**config.mk**
```make
export PLATFORM = sky130hd
export DESIGN_NAME = dot_star_pattern_matcher_flat
export DESIGN_NICKNAME = d
export VERILOG_FILES = /design/src/design/dspm_pkg.sv /design/src/design/dspm_in_if.sv /design/src/design/dspm_out_if.sv /design/src/design/dspm_ctrl.sv /design/src/design/dspm_datapath.sv /design/src/design/dot_star_pattern_matcher.sv /design/src/flat_wrapper.sv
export SDC_FILE = /design/constraint.sdc
export NUM_CORES = 1
export LEC_CHECK = 0
export ABC_AREA = 1
export BUFFER_PORTS_ARGS = -buffer_cell sky130_fd_sc_hd__buf_2
export CAP_MARGIN = 20
export CORE_MARGIN = 5
export CORE_UTILIZATION = 35
export CTS_BUF_LIST = sky130_fd_sc_hd__clkbuf_4 sky130_fd_sc_hd__clkbuf_8
export CTS_CLUSTER_SIZE = 10
export DETAILED_ROUTE_END_ITERATION = 7
export GPL_TIMING_DRIVEN = 0
export SLEW_MARGIN = 40
export SYNTH_ARGS = -nofsm -noshare
export SYNTH_HDL_FRONTEND = slang
export SYNTH_SLANG_ARGS = --single-unit
```
**constraint.sdc**
```tcl
create_clock -name i_clk -period 2.87 [get_ports i_clk]
set_input_delay 0.7175 -clock i_clk [delete_from_list [all_inputs] [get_ports i_clk]]
set_output_delay 0.7175 -clock i_clk [all_outputs]
set_load 0.01 [all_outputs]
```
**src/design/dspm_pkg.sv**
```systemverilog
// ============================================================================
// dspm_pkg
// Shared types and constants of the dot-star pattern matcher.
// ============================================================================
package dspm_pkg;

    // Size of the atom store
    localparam int MAX_ATOMS = 16;
    localparam int ATOM_IW   = (MAX_ATOMS > 1) ? $clog2(MAX_ATOMS) : 1;
    localparam int CNT_W     = $clog2(MAX_ATOMS + 1);
    localparam int POS_W     = MAX_ATOMS + 1;

    // Special pattern bytes
    localparam logic [7:0] SYM_STAR = 8'd42;
    localparam logic [7:0] SYM_ANY  = 8'd46;

    // Input word action codes
    typedef enum logic [1:0] {
        ACT_BEGIN   = 2'd0,
        ACT_PATTERN = 2'd1,
        ACT_TEXT    = 2'd2,
        ACT_END     = 2'd3
    } t_action;

    // Result status codes
    typedef enum logic [1:0] {
        STAT_OK       = 2'd0,
        STAT_OVERFLOW = 2'd1,
        STAT_ORDER    = 2'd2
    } t_status;

    // Output register state
    typedef enum logic {
        ST_EMPTY = 1'b0,
        ST_FULL  = 1'b1
    } t_out_state;

    // Commands from controller to datapath
    typedef struct packed {
        logic do_begin;
        logic do_pattern;
        logic do_text;
        logic do_end;
    } t_dp_cmd;

endpackage

```
**src/design/dspm_in_if.sv**
```systemverilog
// ============================================================================
// dspm_in_if
// Input channel: one word carries an action code and a symbol byte.
// ============================================================================
interface dspm_in_if;
    logic       valid;
    logic       ready;
    logic [1:0] action;
    logic [7:0] symbol;

    modport source (output valid, output action, output symbol, input ready);
    modport sink   (input valid, input action, input symbol, output ready);
endinterface

```
**src/design/dspm_out_if.sv**
```systemverilog
// ============================================================================
// dspm_out_if
// Result channel: match flag and status of one end of text.
// ============================================================================
interface dspm_out_if;
    logic       valid;
    logic       ready;
    logic       matched;
    logic [1:0] status;

    modport source (output valid, output matched, output status, input ready);
    modport sink   (input valid, input matched, input status, output ready);
endinterface

```
**src/design/dspm_ctrl.sv**
```systemverilog
// ============================================================================
// dspm_ctrl
// Controller: decodes the input word into datapath commands and tracks the
// one-deep result register.
// ============================================================================
module dspm_ctrl
    import dspm_pkg::*;
(
    input  logic       i_clk,
    input  logic       i_rst_n,
    input  logic       i_in_valid,
    input  logic [1:0] i_in_action,
    input  logic       i_out_ready,
    output logic       o_in_ready,
    output logic       o_out_valid,
    output t_dp_cmd    o_cmd
);

    t_out_state r_state;
    t_out_state n_state;
    logic       accept;
    t_action    action;

    assign action = t_action'(i_in_action);

    // Take a new word when the result register is free or being drained
    assign o_in_ready = (r_state == ST_EMPTY) || i_out_ready;
    assign accept     = i_in_valid && o_in_ready;

    // Next state
    always_comb begin
        n_state = r_state;
        unique case (r_state)
            ST_EMPTY: begin
                if (accept && action == ACT_END) n_state = ST_FULL;
            end
            ST_FULL: begin
                if (accept && action == ACT_END) n_state = ST_FULL;
                else if (i_out_ready)           n_state = ST_EMPTY;
            end
            default: n_state = ST_EMPTY;
        endcase
    end

    // Outputs: result valid and datapath commands
    always_comb begin
        o_out_valid = (r_state == ST_FULL);
        o_cmd       = '0;
        if (accept) begin
            unique case (action)
                ACT_BEGIN:   o_cmd.do_begin   = 1'b1;
                ACT_PATTERN: o_cmd.do_pattern = 1'b1;
                ACT_TEXT:    o_cmd.do_text    = 1'b1;
                ACT_END:     o_cmd.do_end     = 1'b1;
                default:     o_cmd            = '0;
            endcase
        end
    end

    always_ff @(posedge i_clk) begin
        if (!i_rst_n) begin
            r_state <= ST_EMPTY;
        end else begin
            r_state <= n_state;
        end
    end

endmodule

```
**src/design/dspm_datapath.sv**
```systemverilog
// ============================================================================
// dspm_datapath
// Datapath: atom store, live position set with star closure, error flags
// and the result register.
// ============================================================================
module dspm_datapath
    import dspm_pkg::*;
(
    input  logic       i_clk,
    input  logic       i_rst_n,
    input  t_dp_cmd    i_cmd,
    input  logic [7:0] i_symbol,
    output logic       o_matched,
    output logic [1:0] o_status
);

    // Atom store, one cell per atom
    logic [7:0]           r_atom_byte [MAX_ATOMS];
    logic [MAX_ATOMS-1:0] r_atom_any;
    logic [MAX_ATOMS-1:0] r_atom_star;

    logic [CNT_W-1:0] r_count;
    logic [POS_W-1:0] r_live;
    logic             r_text_started;
    logic             r_overflow;
    logic             r_order_err;
    logic             r_matched;
    t_status          r_status;

    logic [MAX_ATOMS-1:0] atom_valid;
    logic [POS_W-1:0]     star_mask;
    logic [POS_W-1:0]     cur;
    logic [POS_W-1:0]     gen;
    logic [POS_W-1:0]     sum;
    logic [POS_W-1:0]     step_next;
    logic [CNT_W-1:0]     last_idx;
    logic                 fold_star;
    t_status              status_now;

    // Mark cells that hold a stored atom
    always_comb begin
        for (int i = 0; i < MAX_ATOMS; i++) begin
            atom_valid[i] = (CNT_W'(i) < r_count);
        end
    end

    // Close the live set over starred atoms: a carry chain where a starred
    // cell propagates liveness and a live starred cell generates it
    assign star_mask = {1'b0, r_atom_star & atom_valid};
    assign gen       = r_live & star_mask;
    assign sum       = star_mask + gen;
    assign cur       = r_live | (sum ^ star_mask ^ gen);

    // Advance every live cell whose atom accepts the text byte
    always_comb begin
        step_next = '0;
        for (int i = 0; i < MAX_ATOMS; i++) begin
            if (cur[i] && atom_valid[i] &&
                (r_atom_any[i] || r_atom_byte[i] == i_symbol)) begin
                if (r_atom_star[i]) step_next[i]     = 1'b1;
                else                step_next[i + 1] = 1'b1;
            end
        end
    end

    // Fold a star into the last atom when it is not starred yet
    assign last_idx  = r_count - CNT_W'(1);
    assign fold_star = (i_symbol == SYM_STAR) && (r_count != '0) &&
                       !r_atom_star[last_idx[ATOM_IW-1:0]];

    assign status_now = r_overflow  ? STAT_OVERFLOW :
                        r_order_err ? STAT_ORDER    : STAT_OK;

    // Control state: count, live set and flags
    always_ff @(posedge i_clk) begin
        if (!i_rst_n || i_cmd.do_begin) begin
            r_count        <= '0;
            r_live         <= POS_W'(1);
            r_text_started <= 1'b0;
            r_overflow     <= 1'b0;
            r_order_err    <= 1'b0;
        end else if (i_cmd.do_pattern) begin
            if (r_text_started) begin
                r_order_err <= 1'b1;
            end else if (!r_overflow && !fold_star) begin
                if (r_count == CNT_W'(MAX_ATOMS)) r_overflow <= 1'b1;
                else                              r_count    <= r_count + CNT_W'(1);
            end
        end else if (i_cmd.do_text) begin
            r_text_started <= 1'b1;
            r_live         <= step_next;
        end
    end

    // Atom store writes
    always_ff @(posedge i_clk) begin
        if (i_cmd.do_pattern && !r_text_started && !r_overflow) begin
            if (fold_star) begin
                r_atom_star[last_idx[ATOM_IW-1:0]] <= 1'b1;
            end else if (r_count != CNT_W'(MAX_ATOMS)) begin
                r_atom_byte[r_count[ATOM_IW-1:0]] <= i_symbol;
                r_atom_any[r_count[ATOM_IW-1:0]]  <= (i_symbol == SYM_ANY);
                r_atom_star[r_count[ATOM_IW-1:0]] <= 1'b0;
            end
        end
    end

    // Capture the result on end of text
    always_ff @(posedge i_clk) begin
        if (i_cmd.do_end) begin
            r_status  <= status_now;
            r_matched <= (status_now == STAT_OK) && cur[r_count];
        end
    end

    assign o_matched = r_matched;
    assign o_status  = r_status;

    // Checks
    a_count_range: assert property (@(posedge i_clk) disable iff (!i_rst_n)
        r_count <= CNT_W'(MAX_ATOMS))
        else $error("atom count beyond store size");

    a_overflow_full: assert property (@(posedge i_clk) disable iff (!i_rst_n)
        r_overflow |-> (r_count == CNT_W'(MAX_ATOMS)))
        else $error("overflow flagged with free store");

    a_begin_clears: assert property (@(posedge i_clk) disable iff (!i_rst_n)
        i_cmd.do_begin |=> (r_count == '0 && r_live == POS_W'(1) && !r_text_started))
        else $error("begin did not clear match state");

    a_live_bounded: assert property (@(posedge i_clk) disable iff (!i_rst_n)
        (r_live >> r_count) <= POS_W'(1))
        else $error("live position past last atom");

endmodule

```
**src/design/dot_star_pattern_matcher.sv**
```systemverilog
// ============================================================================
// dot_star_pattern_matcher
// Whole-string matcher for patterns of literal bytes, '.' and '*'.
// ============================================================================
// Send a begin word, the raw pattern bytes, the text bytes and an end word;
// the end word yields one result word (match flag and status), all others
// yield none. Text streams at one byte per cycle while no result waits
// untaken: each atom cell updates its live bit in parallel and the star
// closure is a single carry chain across the cells. The result appears
// in the cycle after its end word is taken and sits in a one-deep output
// register; while it waits untaken every input word stalls, and input flows
// again in the cycle that the result is taken. Up to MAX_ATOMS atoms are
// stored; a star after an unstarred atom folds into it.
module dot_star_pattern_matcher
    import dspm_pkg::*;
(
    input  logic        i_clk,
    input  logic        i_rst_n,
    dspm_in_if.sink     i_in,
    dspm_out_if.source  o_out
);

    t_dp_cmd    cmd;
    logic       in_ready;
    logic       out_valid;
    logic       matched;
    logic [1:0] status;

    // Sequence words and manage the result register
    dspm_ctrl u_ctrl (
        .i_clk       (i_clk),
        .i_rst_n     (i_rst_n),
        .i_in_valid  (i_in.valid),
        .i_in_action (i_in.action),
        .i_out_ready (o_out.ready),
        .o_in_ready  (in_ready),
        .o_out_valid (out_valid),
        .o_cmd       (cmd)
    );

    // Hold the pattern and track live positions
    dspm_datapath u_datapath (
        .i_clk     (i_clk),
        .i_rst_n   (i_rst_n),
        .i_cmd     (cmd),
        .i_symbol  (i_in.symbol),
        .o_matched (matched),
        .o_status  (status)
    );

    assign i_in.ready    = in_ready;
    assign o_out.valid   = out_valid;
    assign o_out.matched = matched;
    assign o_out.status  = status;

endmodule

```
**src/flat_wrapper.sv**
```systemverilog
// flat-port wrapper written by rule: the top's interface ports become plain ports
module dot_star_pattern_matcher_flat import dspm_pkg::*;
  (i_clk, i_rst_n, i_in_valid, i_in_action, i_in_symbol, i_in_ready, o_out_valid, o_out_matched, o_out_status, o_out_ready);
  dspm_in_if i_in_i ();
  dspm_out_if o_out_i ();
  input  logic i_clk;
  input  logic i_rst_n;
  input wire logic [$bits(i_in_i.valid)-1:0] i_in_valid;
  input wire logic [$bits(i_in_i.action)-1:0] i_in_action;
  input wire logic [$bits(i_in_i.symbol)-1:0] i_in_symbol;
  output wire logic [$bits(i_in_i.ready)-1:0] i_in_ready;
  output wire logic [$bits(o_out_i.valid)-1:0] o_out_valid;
  output wire logic [$bits(o_out_i.matched)-1:0] o_out_matched;
  output wire logic [$bits(o_out_i.status)-1:0] o_out_status;
  input wire logic [$bits(o_out_i.ready)-1:0] o_out_ready;
  assign i_in_i.valid = i_in_valid;
  assign i_in_i.action = i_in_action;
  assign i_in_i.symbol = i_in_symbol;
  assign i_in_ready = i_in_i.ready;
  assign o_out_valid = o_out_i.valid;
  assign o_out_matched = o_out_i.matched;
  assign o_out_status = o_out_i.status;
  assign o_out_i.ready = o_out_ready;
  dot_star_pattern_matcher u_core (.i_clk(i_clk), .i_rst_n(i_rst_n), .i_in(i_in_i), .o_out(o_out_i));
endmodule
```
==> metrics.csv <==
metric,value,unit
status,"finished, final reports clean",
pwrdens,474,nW/um2
totalNegativeSetupSlack,0,ns
detail_route.iter0.violations,621,
min-delay-start,i_rst_n,
detail_route.first_pass.iterations,5,
grt_setup_unrepaired,yes,
crit_type,flip-flop to flip-flop,
fmax,0.361,GHz
critical_path.reg2reg.startpoint,u_core.u_datapath.r_count[0],
final_cell_mix,"sky130_fd_sc_hd__edfxtp_1 (163), sky130_fd_sc_hd__nand2_1 (138), sky130_fd_sc_hd__nor2_1 (87), sky130_fd_sc_hd__inv_1 (82), sky130_fd_sc_hd__xor2_1 (61)",
timing.hold.worst_endpoint,u_core.u_ctrl.o_out_valid,
clockBufferDepth,2,
timing_worst_slew_pin_value,0.746,ns
met3RoutedLength,1510,um
io_pins,19,
hold_violations,0,
dp_hpwl,18600,um
post_synth.cell_area_avg,9.95,um2
synth-main-ff-cell,sky130_fd_sc_hd__edfxtp_1,
highest_layer,met4,
postSynthCellCount,982,
tritoncts.num_buffers,17,
number_of_sinks_on_the_clock_net,189,
r2r_slack,0.1,ns
worstHoldPathType,input port to flip-flop,
finalCritPeriodShare,96.6,%
synth_top_area_cell,sky130_fd_sc_hd__edfxtp_1,
power,5.23,mW
layout_commonest_cell,sky130_fd_sc_hd__edfxtp_1,
fillerInstances,2707,
timing.hold.worst_path_depth,3,
ys_ff_latch,189,
grt_start_max_net_pins,20,
finish.cell_count_without_fillers,1417,
timing.max_cap.violations,0,
netlist-cell-type-count,50,
setup_viol_count_final,0,
yosysWarningCount,0,
timing.clock.skew,0.0146,ns
grt_first_pass_wirelength,40200,um
ant_nets,0,
standby_leakage_power,3.99,nW
detail_route.vias_per_cell,5.05,
route.detailed.drc,0,
gp_congestion,0.897,
die_h,177,um
synth_seq_area_share,55.4,%
detailroute.via_count,7162,
first_global_vias,6988,
share_of_layout_cells_above_drive_strength_1,16.5,%
cts_hold_buf,0,
synth_enable_flop_cells,163,
wirelength_met1,12500,um
antenna_found_initial,0,
dp.cells,1381,
syn_nets,1002,
finalCriticalPeriod,2.77,ns
tritoncts_clock_tree,yes,
routedWlPerCell,18.4,um
worstSkewPairLatency,0.49,ns
synth_largest_type_area_fraction,50.1,%
crit-reg2reg-capture,u_core.u_datapath.r_atom_byte[3][5],
cts.root.buffer_cell,sky130_fd_sc_hd__clkbuf_8,
worst_ir_drop_vdd,0.356,mV
n_antenna_cell,0,
wl,26000,um
die_x,177,um
worstRegToRegCells,15,
overflow,0,
port_buffers,18,
critPathCaptureType,flip-flop,
postLayoutCoreUtil,39.8,%
max_slew_margin,49.8,%
global_route.usage.total,16.8,%
timing_max_transition_violations_final,0,
wl_met2,11600,um
worst_ep_arrival_time,2.94,ns
asyncSetResetFlopFracSynth,0,%
dieArea,31400,um2
wp_data_required,3.04,ns
syn2layout_area_growth,12.9,%
clk_pin_slew,0.11,ns
ys_top_cells_by_area,"sky130_fd_sc_hd__edfxtp_1 (50%), sky130_fd_sc_hd__xor2_1 (5.5%), sky130_fd_sc_hd__nand2_1 (5.3%), sky130_fd_sc_hd__dfxtp_1 (5.3%), sky130_fd_sc_hd__xnor2_1 (4.8%)",
core.rowCount,61,
final_net_count,1046,
ctsHtreeMaxLevel,4,
coreArea,27700,um2
worst-path-max-fanout,12,
critPathLaunchType,flip-flop,
synth.cell_area,9770,um2
initial_utilization,35.3,%
[cells in the mapped netlist, drive strengths merged (14+ instances only)]
cell type and number:
o21ai 57, edfxtp 163, nand4 17, dfxtp 26, xnor2 54, nor4 14, nor2 112, nand3 63
nor3 27, nand2 152, a21oi 34, xor2 61, buf 29, inv 95
[registers in the layout, indices dropped and copies added, names as in the netlist, 2 cells and up]
signal / flops
u_core.u_datapath.r_live: 17
u_core.u_datapath.o_status: 2
u_core.u_datapath.r_atom_star: 16
u_core.u_datapath.r_count: 5
u_core.u_datapath.r_atom_any: 16
u_core.u_datapath.r_atom_byte: 128
[how the worst max path moves through the flow]
stage          slack [ns]                    startpoint                                  end  depth (start not counted)
6_report              0.1  u_core.u_datapath.r_count[0]  u_core.u_datapath.r_atom_byte[3][5]                         15
2_1_floorplan        0.03  u_core.u_datapath.r_count[0]     u_core.u_datapath.r_atom_star[0]                         13
5_1_grt             0.003  u_core.u_datapath.r_count[0]  u_core.u_datapath.r_atom_byte[3][3]                         14
4_1_cts              0.02  u_core.u_datapath.r_count[0]     u_core.u_datapath.r_atom_star[1]                         14
3_3_place_gp        -2.07                i_in_symbol[3]     u_core.u_datapath.r_atom_any[15]                          5
3_5_place_dp        -0.68  u_core.u_datapath.r_count[0]  u_core.u_datapath.r_atom_byte[3][5]                         15
[worst max-delay path: stages (launching register included)]
cell,delay [ns]
sky130_fd_sc_hd__dfxtp_2,0.37
sky130_fd_sc_hd__buf_6,0.14
sky130_fd_sc_hd__inv_2,0.06
sky130_fd_sc_hd__buf_4,0.19
sky130_fd_sc_hd__ha_4,0.19
sky130_fd_sc_hd__nand2_4,0.15
sky130_fd_sc_hd__inv_1,0.07
sky130_fd_sc_hd__nor2_2,0.13
sky130_fd_sc_hd__inv_2,0.11
sky130_fd_sc_hd__nand3_1,0.10
sky130_fd_sc_hd__nand3_1,0.14
sky130_fd_sc_hd__nand3_4,0.15
sky130_fd_sc_hd__nand2_4,0.12
sky130_fd_sc_hd__inv_2,0.15
sky130_fd_sc_hd__nand2_8,0.11
sky130_fd_sc_hd__nor2_4,0.26
[routing by layer]
layer	up-vias	GRT usage, %
met1	3455	24.0
met5	-	0
met4	0	4.09
met3	31	3.08
li1	3463	-
met2	213	26.5
[power by group]
group | internal, mW | total (mW) | switching, mW
sequential | 3.00 | 3.02 | 0.0234
clock | 0.659 | 1.76 | 1.10
combinational | 0.142 | 0.445 | 0.303
[cells by family (layout without fill, tap and decap cells)]
family | count (synthesis) | in the layout | share of synthesized area (%)
xor+xnor | 115 | 115 | 10.3
fa+ha+maj | 6 | 6 | 0.768
simple gates | 400 | 400 | 19.1
flops | 189 | 189 | 55.4
compound gates | 140 | 140 | 8.71
buf+inv | 132 | 189 | 5.70
[cell type report]
type / instances / area [um2] / share of cell area (%)
multi-input cells: 661 / 4000 / 36.3
clock buffers: 18 / 241 / 2.19
clock inverters: 14 / 148 / 1.34
inverters: 97 / 367 / 3.32
repair buffers: 26 / 171 / 1.55
plain buffers: 34 / 213 / 1.93
flip-flops and latches: 189 / 5420 / 49.1
well taps: 378 / 473 / 4.29
[per-stage QoR]
stage	hold WS (ns)	area (um2)	setup slack, ns
2_1_floorplan	0.439	9780	0.0271
3_3_place_gp	0.445	10300	-2.07
3_5_place_dp	0.456	10400	-0.684
4_1_cts	0.431	11000	0.0154
5_1_grt	0.462	11000	0.00287
6_report	0.449	11000	0.0979
[repair_timing]
item,CTS,global route
resized for setup,37,16
gates cloned,0,0
setup endpoints to repair,174,168
pin swaps,4,3
buffers inserted,5,0
Power figures use the tool's default switching activity.
